$ cat src/sv/block_stream_deframer_top_defines.svh
// Assertion macros shared by the deframer. Define NO_ASSERTIONS to compile them out.
`ifndef BLOCK_STREAM_DEFRAMER_TOP_DEFINES_SVH
`define BLOCK_STREAM_DEFRAMER_TOP_DEFINES_SVH

`ifndef NO_ASSERTIONS
// Checked only while out of reset.
`define BSD_ASSERT(lbl, clk_s, rst_n_s, prop) \
  lbl: assert property (@(posedge clk_s) disable iff (!rst_n_s) prop) \
    else $error("block_stream_deframer assertion failed");
// Checked on every clock edge, including during reset.
`define BSD_ASSERT_ALL(lbl, clk_s, prop) \
  lbl: assert property (@(posedge clk_s) prop) \
    else $error("block_stream_deframer assertion failed");
`else
`define BSD_ASSERT(lbl, clk_s, rst_n_s, prop)
`define BSD_ASSERT_ALL(lbl, clk_s, prop)
`endif

`endif

$ cat src/sv/bsd_pkg.sv
`timescale 1ns / 1ps

package bsd_pkg;

  localparam int DATA_W      = 16;
  localparam int POS_OUT_W   = 32;
  localparam int PL_W        = 30;
  localparam int COUNT_WORD  = 6;
  localparam int SIZE_WORD   = 7;
  localparam int QUEUE_DEPTH = 4;
  localparam int QUEUE_AW    = $clog2(QUEUE_DEPTH);
  localparam int QUEUE_CW    = $clog2(QUEUE_DEPTH + 1);

  typedef enum logic [1:0] {
    KIND_START   = 2'd0,
    KIND_PAYLOAD = 2'd1,
    KIND_ERROR   = 2'd2,
    KIND_TRUNC   = 2'd3
  } kind_t;

  typedef struct packed {
    kind_t                     kind;
    logic [POS_OUT_W-1:0]      position;
    logic signed [DATA_W-1:0]  payload_value;
    logic                      last_in_block;
  } result_t;

  // Up to two results produced by one stream word, packed from res0.
  typedef struct packed {
    logic [1:0] count;
    result_t    res0;
    result_t    res1;
  } push_t;

endpackage

$ cat src/sv/bsd_core.sv
`timescale 1ns / 1ps

module bsd_core #(
  parameter int HEADER_WORDS  = 8,
  parameter int POSITION_BITS = 32
) (
  input  logic                          clk,
  input  logic                          rst_n,
  input  logic                          in_valid,
  output logic                          in_ready,
  input  logic signed [bsd_pkg::DATA_W-1:0] in_data_word,
  input  logic                          in_end_of_stream,
  input  logic                          room,
  output bsd_pkg::push_t                push
);
  import bsd_pkg::*;

  localparam int STEP_W = $clog2(HEADER_WORDS);

  // Input register.
  logic                     item_v_r;
  logic signed [DATA_W-1:0] word_r;
  logic                     eos_r;

  // Deframer state.
  logic [STEP_W-1:0]        step_r, step_nxt;
  logic [DATA_W-1:0]        wfc_r, wfc_nxt;
  logic [PL_W-1:0]          left_r, left_nxt;
  logic [POSITION_BITS-1:0] wpos_r, wpos_nxt;
  logic                     halted_r, halted_nxt;

  logic                     consume;
  logic [POSITION_BITS-1:0] pos;
  logic [POS_OUT_W-1:0]     pos_out;
  logic [PL_W-1:0]          prod;
  logic                     first_v, trunc_v;
  result_t                  first_res, trunc_res;

  assign consume  = item_v_r && room;
  assign in_ready = !item_v_r || consume;
  assign pos      = wpos_r + POSITION_BITS'(1);
  assign pos_out  = POS_OUT_W'(pos);
  // Both counts are known non-negative when the product is used.
  assign prod     = PL_W'(wfc_r[DATA_W-2:0]) * PL_W'(word_r[DATA_W-2:0]);

  always_comb begin
    step_nxt   = step_r;
    wfc_nxt    = wfc_r;
    left_nxt   = left_r;
    wpos_nxt   = wpos_r;
    halted_nxt = halted_r;
    first_v    = 1'b0;
    trunc_v    = 1'b0;
    first_res  = '{kind: KIND_START, position: pos_out, payload_value: '0,
                   last_in_block: 1'b0};
    trunc_res  = '{kind: KIND_TRUNC, position: pos_out, payload_value: '0,
                   last_in_block: 1'b0};
    if (!halted_r) begin
      wpos_nxt = pos;
      if (step_r == '0 && left_r != '0) begin
        first_v                 = 1'b1;
        first_res.kind          = KIND_PAYLOAD;
        first_res.payload_value = word_r;
        first_res.last_in_block = (left_r == PL_W'(1));
        left_nxt                = left_r - PL_W'(1);
      end else begin
        if (step_r == '0) begin
          first_v = 1'b1;
        end
        if (step_r == STEP_W'(COUNT_WORD)) begin
          wfc_nxt = word_r;
        end
        if (step_r == STEP_W'(SIZE_WORD)) begin
          if (wfc_r[DATA_W-1] || word_r[DATA_W-1]) begin
            first_v        = 1'b1;
            first_res.kind = KIND_ERROR;
            halted_nxt     = 1'b1;
          end else begin
            left_nxt = prod;
          end
        end
        if (step_r == STEP_W'(HEADER_WORDS - 1)) begin
          step_nxt = '0;
        end else begin
          step_nxt = step_r + STEP_W'(1);
        end
      end
      // The stream-end check is skipped when a count error halts the block.
      if (eos_r && !halted_nxt) begin
        trunc_v  = (step_nxt != '0) || (left_nxt != '0);
        step_nxt = '0;
        left_nxt = '0;
        wpos_nxt = '0;
      end
    end
  end

  always_comb begin
    push.count = consume ? ({1'b0, first_v} + {1'b0, trunc_v}) : 2'd0;
    push.res0  = first_v ? first_res : trunc_res;
    push.res1  = trunc_res;
  end

  always_ff @(posedge clk) begin
    if (!rst_n) begin
      item_v_r <= 1'b0;
      step_r   <= '0;
      wfc_r    <= '0;
      left_r   <= '0;
      wpos_r   <= '0;
      halted_r <= 1'b0;
    end else begin
      if (in_ready) begin
        item_v_r <= in_valid;
      end
      if (consume) begin
        step_r   <= step_nxt;
        wfc_r    <= wfc_nxt;
        left_r   <= left_nxt;
        wpos_r   <= wpos_nxt;
        halted_r <= halted_nxt;
      end
    end
  end

  always_ff @(posedge clk) begin
    if (in_valid && in_ready) begin
      word_r <= in_data_word;
      eos_r  <= in_end_of_stream;
    end
  end

endmodule

$ cat src/sv/bsd_rq.sv
`timescale 1ns / 1ps

module bsd_rq (
  input  logic             clk,
  input  logic             rst_n,
  input  bsd_pkg::push_t   push,
  output logic             room,
  output logic             out_valid,
  input  logic             out_ready,
  output bsd_pkg::result_t head
);
  import bsd_pkg::*;

  result_t               mem [QUEUE_DEPTH];
  logic [QUEUE_AW-1:0]   wr_r, rd_r;
  logic [QUEUE_CW-1:0]   cnt_r, cnt_nxt;
  logic                  pop;

  // Room for a full pair of results.
  assign room      = (cnt_r <= QUEUE_CW'(QUEUE_DEPTH - 2));
  assign out_valid = (cnt_r != '0);
  assign head      = mem[rd_r];
  assign pop       = out_valid && out_ready;
  assign cnt_nxt   = cnt_r + QUEUE_CW'(push.count) - QUEUE_CW'(pop);

  always_ff @(posedge clk) begin
    if (!rst_n) begin
      wr_r  <= '0;
      rd_r  <= '0;
      cnt_r <= '0;
    end else begin
      wr_r  <= wr_r + QUEUE_AW'(push.count);
      rd_r  <= rd_r + QUEUE_AW'(pop);
      cnt_r <= cnt_nxt;
    end
  end

  always_ff @(posedge clk) begin
    if (push.count != 2'd0) begin
      mem[wr_r] <= push.res0;
    end
    if (push.count == 2'd2) begin
      mem[wr_r + QUEUE_AW'(1)] <= push.res1;
    end
  end

endmodule

$ cat src/sv/block_stream_deframer_top.sv
`timescale 1ns / 1ps
`include "block_stream_deframer_top_defines.svh"

// Block stream deframer. Signed 16-bit stream words arrive one per input
// transaction and are cut into blocks: a header of HEADER_WORDS words, whose
// words 6 and 7 hold the waveform count and the words per waveform, followed
// by their product in payload words. The first header word of each block
// yields a block-start result, and every payload word yields a payload result
// carrying its value, its 1-based stream position and a last-in-block flag.
// A negative count yields one error result and the block then ignores all
// input until reset. A word flagged end_of_stream that leaves a block
// incomplete yields a truncation result after any other result of that word,
// and the next word starts a new stream at position 1. The position counter
// is POSITION_BITS wide and wraps; the position port carries its low 32 bits.
// Timing: a word is registered at the input, processed by combinational logic
// (a counter step, plus one 15 by 15 multiply on header word 7) and its zero,
// one or two results are written into a four-entry result queue that drives
// the output ports. One word is accepted per cycle as long as results are
// taken at the same pace; each word passes the input register, then the
// queue. A word can yield two results while the output drains one per cycle,
// so the output port is the limit when truncations are frequent.
module block_stream_deframer_top #(
  parameter int HEADER_WORDS  = 8,
  parameter int POSITION_BITS = 32
) (
  input  logic                              clk,
  input  logic                              rst_n,
  input  logic                              in_valid,
  output logic                              in_ready,
  input  logic signed [bsd_pkg::DATA_W-1:0] in_data_word,
  input  logic                              in_end_of_stream,
  output logic                              out_valid,
  input  logic                              out_ready,
  output logic [1:0]                        out_kind,
  output logic [bsd_pkg::POS_OUT_W-1:0]     out_position,
  output logic signed [bsd_pkg::DATA_W-1:0] out_payload_value,
  output logic                              out_last_in_block
);
  import bsd_pkg::*;

  push_t   push_s;
  result_t head_s;
  logic    room_s;

  // Header parsing, counters and result generation for one word per cycle while the queue has room.
  bsd_core #(
    .HEADER_WORDS  (HEADER_WORDS),
    .POSITION_BITS (POSITION_BITS)
  ) u_core (
    .clk              (clk),
    .rst_n            (rst_n),
    .in_valid         (in_valid),
    .in_ready         (in_ready),
    .in_data_word     (in_data_word),
    .in_end_of_stream (in_end_of_stream),
    .room             (room_s),
    .push             (push_s)
  );

  // Result queue; it decouples the output handshake from word processing.
  bsd_rq u_rq (
    .clk       (clk),
    .rst_n     (rst_n),
    .push      (push_s),
    .room      (room_s),
    .out_valid (out_valid),
    .out_ready (out_ready),
    .head      (head_s)
  );

  assign out_kind          = head_s.kind;
  assign out_position      = head_s.position;
  assign out_payload_value = head_s.payload_value;
  assign out_last_in_block = head_s.last_in_block;

  // Results are only written when the queue had room for a pair.
  `BSD_ASSERT(a_push_room, clk, rst_n, (push_s.count != 2'd0) |-> room_s)
  // A word never yields more than two results.
  `BSD_ASSERT(a_push_max, clk, rst_n, push_s.count != 2'd3)
  // Only payload results carry a value or the last-in-block flag.
  `BSD_ASSERT(a_non_payload_zero, clk, rst_n,
    (out_valid && out_kind != KIND_PAYLOAD) |-> (out_payload_value == '0 && !out_last_in_block))
  // The queue is empty in the cycle after reset.
  `BSD_ASSERT_ALL(a_reset_empty, clk, !rst_n |=> !out_valid)

endmodule
$ cat config.mk
export PLATFORM = sky130hd
export DESIGN_NAME = block_stream_deframer_top
export DESIGN_NICKNAME = d
export VERILOG_FILES = /design/src/sv/bsd_pkg.sv /design/src/sv/bsd_core.sv /design/src/sv/bsd_rq.sv /design/src/sv/block_stream_deframer_top.sv
export VERILOG_INCLUDE_DIRS = /design/src /design/src/sv
export SDC_FILE = /design/constraint.sdc
export NUM_CORES = 1
export LEC_CHECK = 0
export BUFFER_PORTS_ARGS = -buffer_cell sky130_fd_sc_hd__buf_2
export CORE_ASPECT_RATIO = 1.2
export CORE_MARGIN = 2
export CORE_UTILIZATION = 25
export DETAILED_ROUTE_END_ITERATION = 16
export GPL_TIMING_DRIVEN = 0
export RECOVER_POWER = 100
export SLEW_MARGIN = 20
export SYNTH_ARGS = -nofsm -noshare
export SYNTH_HDL_FRONTEND = slang
export SYNTH_HIERARCHICAL = 1
export SYNTH_SLANG_ARGS = --single-unit
$ cat constraint.sdc
create_clock -name clk -period 27.8 [get_ports clk]
set_input_delay 2.78 -clock clk [delete_from_list [all_inputs] [get_ports clk]]
set_output_delay 2.78 -clock clk [all_outputs]
set_load 0.05 [all_outputs]
==> results by group <==
CTS
  – Post-CTS sizing: 0
  – Clock transition at path regs: about 60 ps
  – Num CTS Buffers: 29
  – Clock Path Buffers: 3
  – CTS tree: done
  – Post-CTS setup buffers: 0
  – Post-CTS Hold Buffers: 0
  – Clk_lat worst skew: approximately 600 ps
  – Clock H-tree levels: 1
  – CTS Root Buffer Type: clkbuf_16
  – CTS Sinks: approximately 310

Synth
  – Biggest area consumer among synthesized cells: edfxtp_1
  – Post-synthesis simple-gate area fraction: 0.1458
  – XOR/XNOR share of the synthesized area: 0.01977
  – Share of the synthesized area in the top cell type: 0.2717
  – Mux contribution to synthesized area: 0.1467
  – Async SR Flop Fraction: 0
  – Synth Area in Adders: 0.1920
  – EDFF count, synth: around 220
  – Post-Syn Instances: 2,259
  – Synth unique cells: 80
  – Flops & latches, synth: around 310
  – Synth Area in Compound Gates: 0.07370
  – Most used DFF post-synth: edfxtp_1
  – Register area share after synthesis: 0.3454
  – Synth warn: 6
  – Area contributors post-synth: edfxtp_1 27%, fa_1 14%, mux2_2 9.0%
  – Largest family of logic cells by synthesized area: adder cells
  – Mapped Avg Cell Area: 10.81 um^2
  – Synthesized cell area: 24,430 um^2

Final layout
  – Diodes inserted: 0
  – Fill cells: 10,140
  – Register area: ~8400 um^2
  – P&R area growth vs syn: 11.26%
  – Design Area, Final: approximately 27,000 um^2
  – Layout net count: roughly 2,700
  – Final design utilization: 0.2808
  – Share of layout cells above drive strength 1: 0.1654
  – Area of the multi-input gates: between 10,000 and 15,000 um^2

Worst setup path
  – CP endpoint: u_rq/mem[0][7]
  – Worst setup SP type: flop
  – WP data arrival: about 14,000 ps
  – Largest stage delay on the critical path: roughly 980 ps
  – Reg-to-Reg Start: u_core/word_r[4]
  – Origin of the worst setup path: u_core/word_r[4]
  – Reg2reg path depth: 35
  – CP Max Fanout: 18
  – Critical path class: flop to flop
  – Slowest-stage cell, CP: clkbuf_1
  – Worst r2r dst: u_rq/mem[0][7]
  – Worst EP required: ~28,000 ps
  – CP endpoint kind: flop
  – FF-to-FF setup slack: 14,420 ps

STA
  – Slew HR: -0.2511
  – Minimum clock period: 13,380 ps
  – Final WS setup: 14,420 ps
  – Final setup viols: 0
  – Worst-margin pin slew: 1851 ps
  – Slew Limit Fails: 86
  – Fin crit share: 0.4814
  – Hold Vio Cnt, Final: 0
  – Fmax: 0.07472 GHz
  – Worst Hold Slack: 493.8 ps
  – Clk_skew: 16.84 ps
  – Setup TNS: 0 ps
  – Unrepaired setup endpoints after global routing: false

Drt
  – Vias per inst: 4.613
  – First DRT Iteration DRCs: 993
  – DRT Wirelength: 62,850 um
  – Per-cell routed wire length: 17.07 um
  – ANT nets after route: 0
  – DRC: 0
  – Pre-Repair DR Iteration Count: 7
  – Via count of the routed design: 16,980

GRT
  – GRT overflow: 0
  – Total Routing Usage GR: 0.1259
  – First-pass GRT wire length: 100,300 um
  – Pin count of the biggest net entering global routing: 22
  – Initial antenna violation count: 1
  – Vias in the first global route: 17,900

Run status
  – Status: finished with violations
  – Failing checks: max-capacitance violations, max-slew violations

Floorplan
  – # rows: around 130
  – Core area: roughly 97,000 um^2
  – Initial Utilization: 0.2523
  – Die height: 346.4 um
  – IO Pins: 74
  – Die area: 100,200 um^2
  – Die X: 289.4 um

Placed design
  – Routability congestion estimate: just over 0.9
  – Place WS: around 17,000 ps
  – I/O Buffers: 73
  – Hpwl dp: ~47,000 um
  – Cell area after placement: 26,700 um^2

Pwr
  – Maximum vdd ir drop: 0.0001664 V
  – Leakage: 10.92 nW
  – Power Density: 108.8 nW/um^2

Worst hold path
  – HP Class: flop to flop

Run
  – Max_cap viols: 7
## cells in the mapped netlist (5+ instances only)
cell and number:
a211oi_1 10, a21boi_0 33, a21o_1 11, a21oi_1 47, a22oi_1 14, a31oi_1 12
and2_1 172, and3_1 36, buf_1 5, buf_2 32, buf_4 52, buf_6 18
clkbuf_1 76, dfxtp_1 90, edfxtp_1 221, fa_1 168, ha_1 106, inv_1 214
mux2_2 195, mux2_4 10, mux2i_1 9, mux4_2 51, nand2_1 237, nand2b_1 11
nand3_1 43, nand4_1 14, nor2_1 53, nor2b_1 30, nor3_1 35, nor4_1 11
o211ai_1 13, o21a_1 13, o21ai_0 66, o21bai_1 7, o311ai_0 5, or2_2 6
or3_1 8, xnor2_1 29, xor2_1 21
## critical path: cells and delay by family, from the launching register on
kind                     cells  cell delay, ps
buffers and inverters       12            3910
AND/OR/NAND/NOR              6            2030
flip-flops                   1             570
multiplexers                 1             260
AO/OA/AOI/OAI                8            2510
adder cells (fa/ha/maj)      8            3680
## metrics by stage
step           std cells  total power [mW]
2_1_floorplan       2276             2.106
3_3_place_gp        3619             2.580
3_5_place_dp        3628             2.589
4_1_cts             3682             3.015
5_1_grt             3682             3.150
6_report            3682             2.956
## where the power goes
part / internal (mW) / leakage (nW) / total, mW / switching (mW)
combinational: 0.696 / 7.71 / 1.84 / 1.14
sequential: 0.658 / 2.74 / 0.707 / 0.0484
clock: 0.229 / 0.482 / 0.412 / 0.183
total: 1.58 / 10.9 / 2.96 / 1.37
## state kept, by name, indices dropped and copies added, names as in the netlist
register / flops
u_rq/mem: 204
u_core/eos_r: 1
u_core/item_v_r: 1
u_rq/cnt_r: 3
u_core/step_r: 3
u_core/word_r: 16
u_rq/rd_r: 2
u_core/wpos_r: 32
u_core/halted_r: 1
u_rq/wr_r: 2
u_core/left_r: 30
u_core/wfc_r: 16
## worst min-delay path by stage
stage | start | to | slack [ps] | cells after the start
after floorplan | u_core/left_r[8] | u_core/left_r[8] | 450 | 2
after CTS | u_core/wpos_r[9] | u_core/wpos_r[9] | 490 | 2
after global routing | u_core/wpos_r[1] | u_core/wpos_r[1] | 530 | 2
after detailed placement | u_core/wpos_r[9] | u_core/wpos_r[9] | 480 | 2
final | u_core/wpos_r[9] | u_core/wpos_r[9] | 490 | 2
after global placement | u_core/wpos_r[9] | u_core/wpos_r[9] | 470 | 2
## final cells by class
type,count,share of cell area
Multi-Input combinational cell,1567,0.5194
Clock buffer,41,0.03066
Sequential cell,311,0.3104
Timing Repair Buffer,82,0.01188
Buffer,184,0.03448
Clock inverter,13,0.005156
Inverter,214,0.02955
Tap cell,1270,0.05846
## layout by cell type (no fill, tap or decap), drive strengths merged, types with 8 or more instances in the layout
master,instances
a22oi,15
dfxtp,90
a31oi,12
or3,8
xnor2,29
nand2,237
buf,91
and3,36
nor4,15
conb,19
a21oi,47
mux2,205
xor2,21
clkbuf,216
inv,216
fa,168
o21a,13
a21boi,33
mux4,51
nand3,43
o21ai,71
edfxtp,221
nor3,35
a211oi,10
nand4,14
o211ai,13
mux2i,9
ha,106
nand2b,11
nor2,56
and2,173
a21o,11
clkinv,8
nor2b,30
## logic make-up (layout without fill, tap and decap cells)
kind of cell | count (synthesis) | after routing
simple gates | 685 | 685
compound gates | 272 | 272
xor+xnor | 52 | 52
buf+inv | 398 | 534
mux | 265 | 265
fa+ha+maj | 274 | 274
other cells | 2 | 19
flops | 311 | 311
## layer usage
layer | vias to the layer above | track usage | share of wire
met3 | 92 | 0.009223 | 0.035
met1 | 8529 | 0.1485 | 0.41
met4 | 0 | 0.04092 | 0.030
met2 | 346 | 0.2374 | 0.53
met5 | - | 0 | 0
li1 | 8017 | - | -
(Power assumes the default switching activity.)
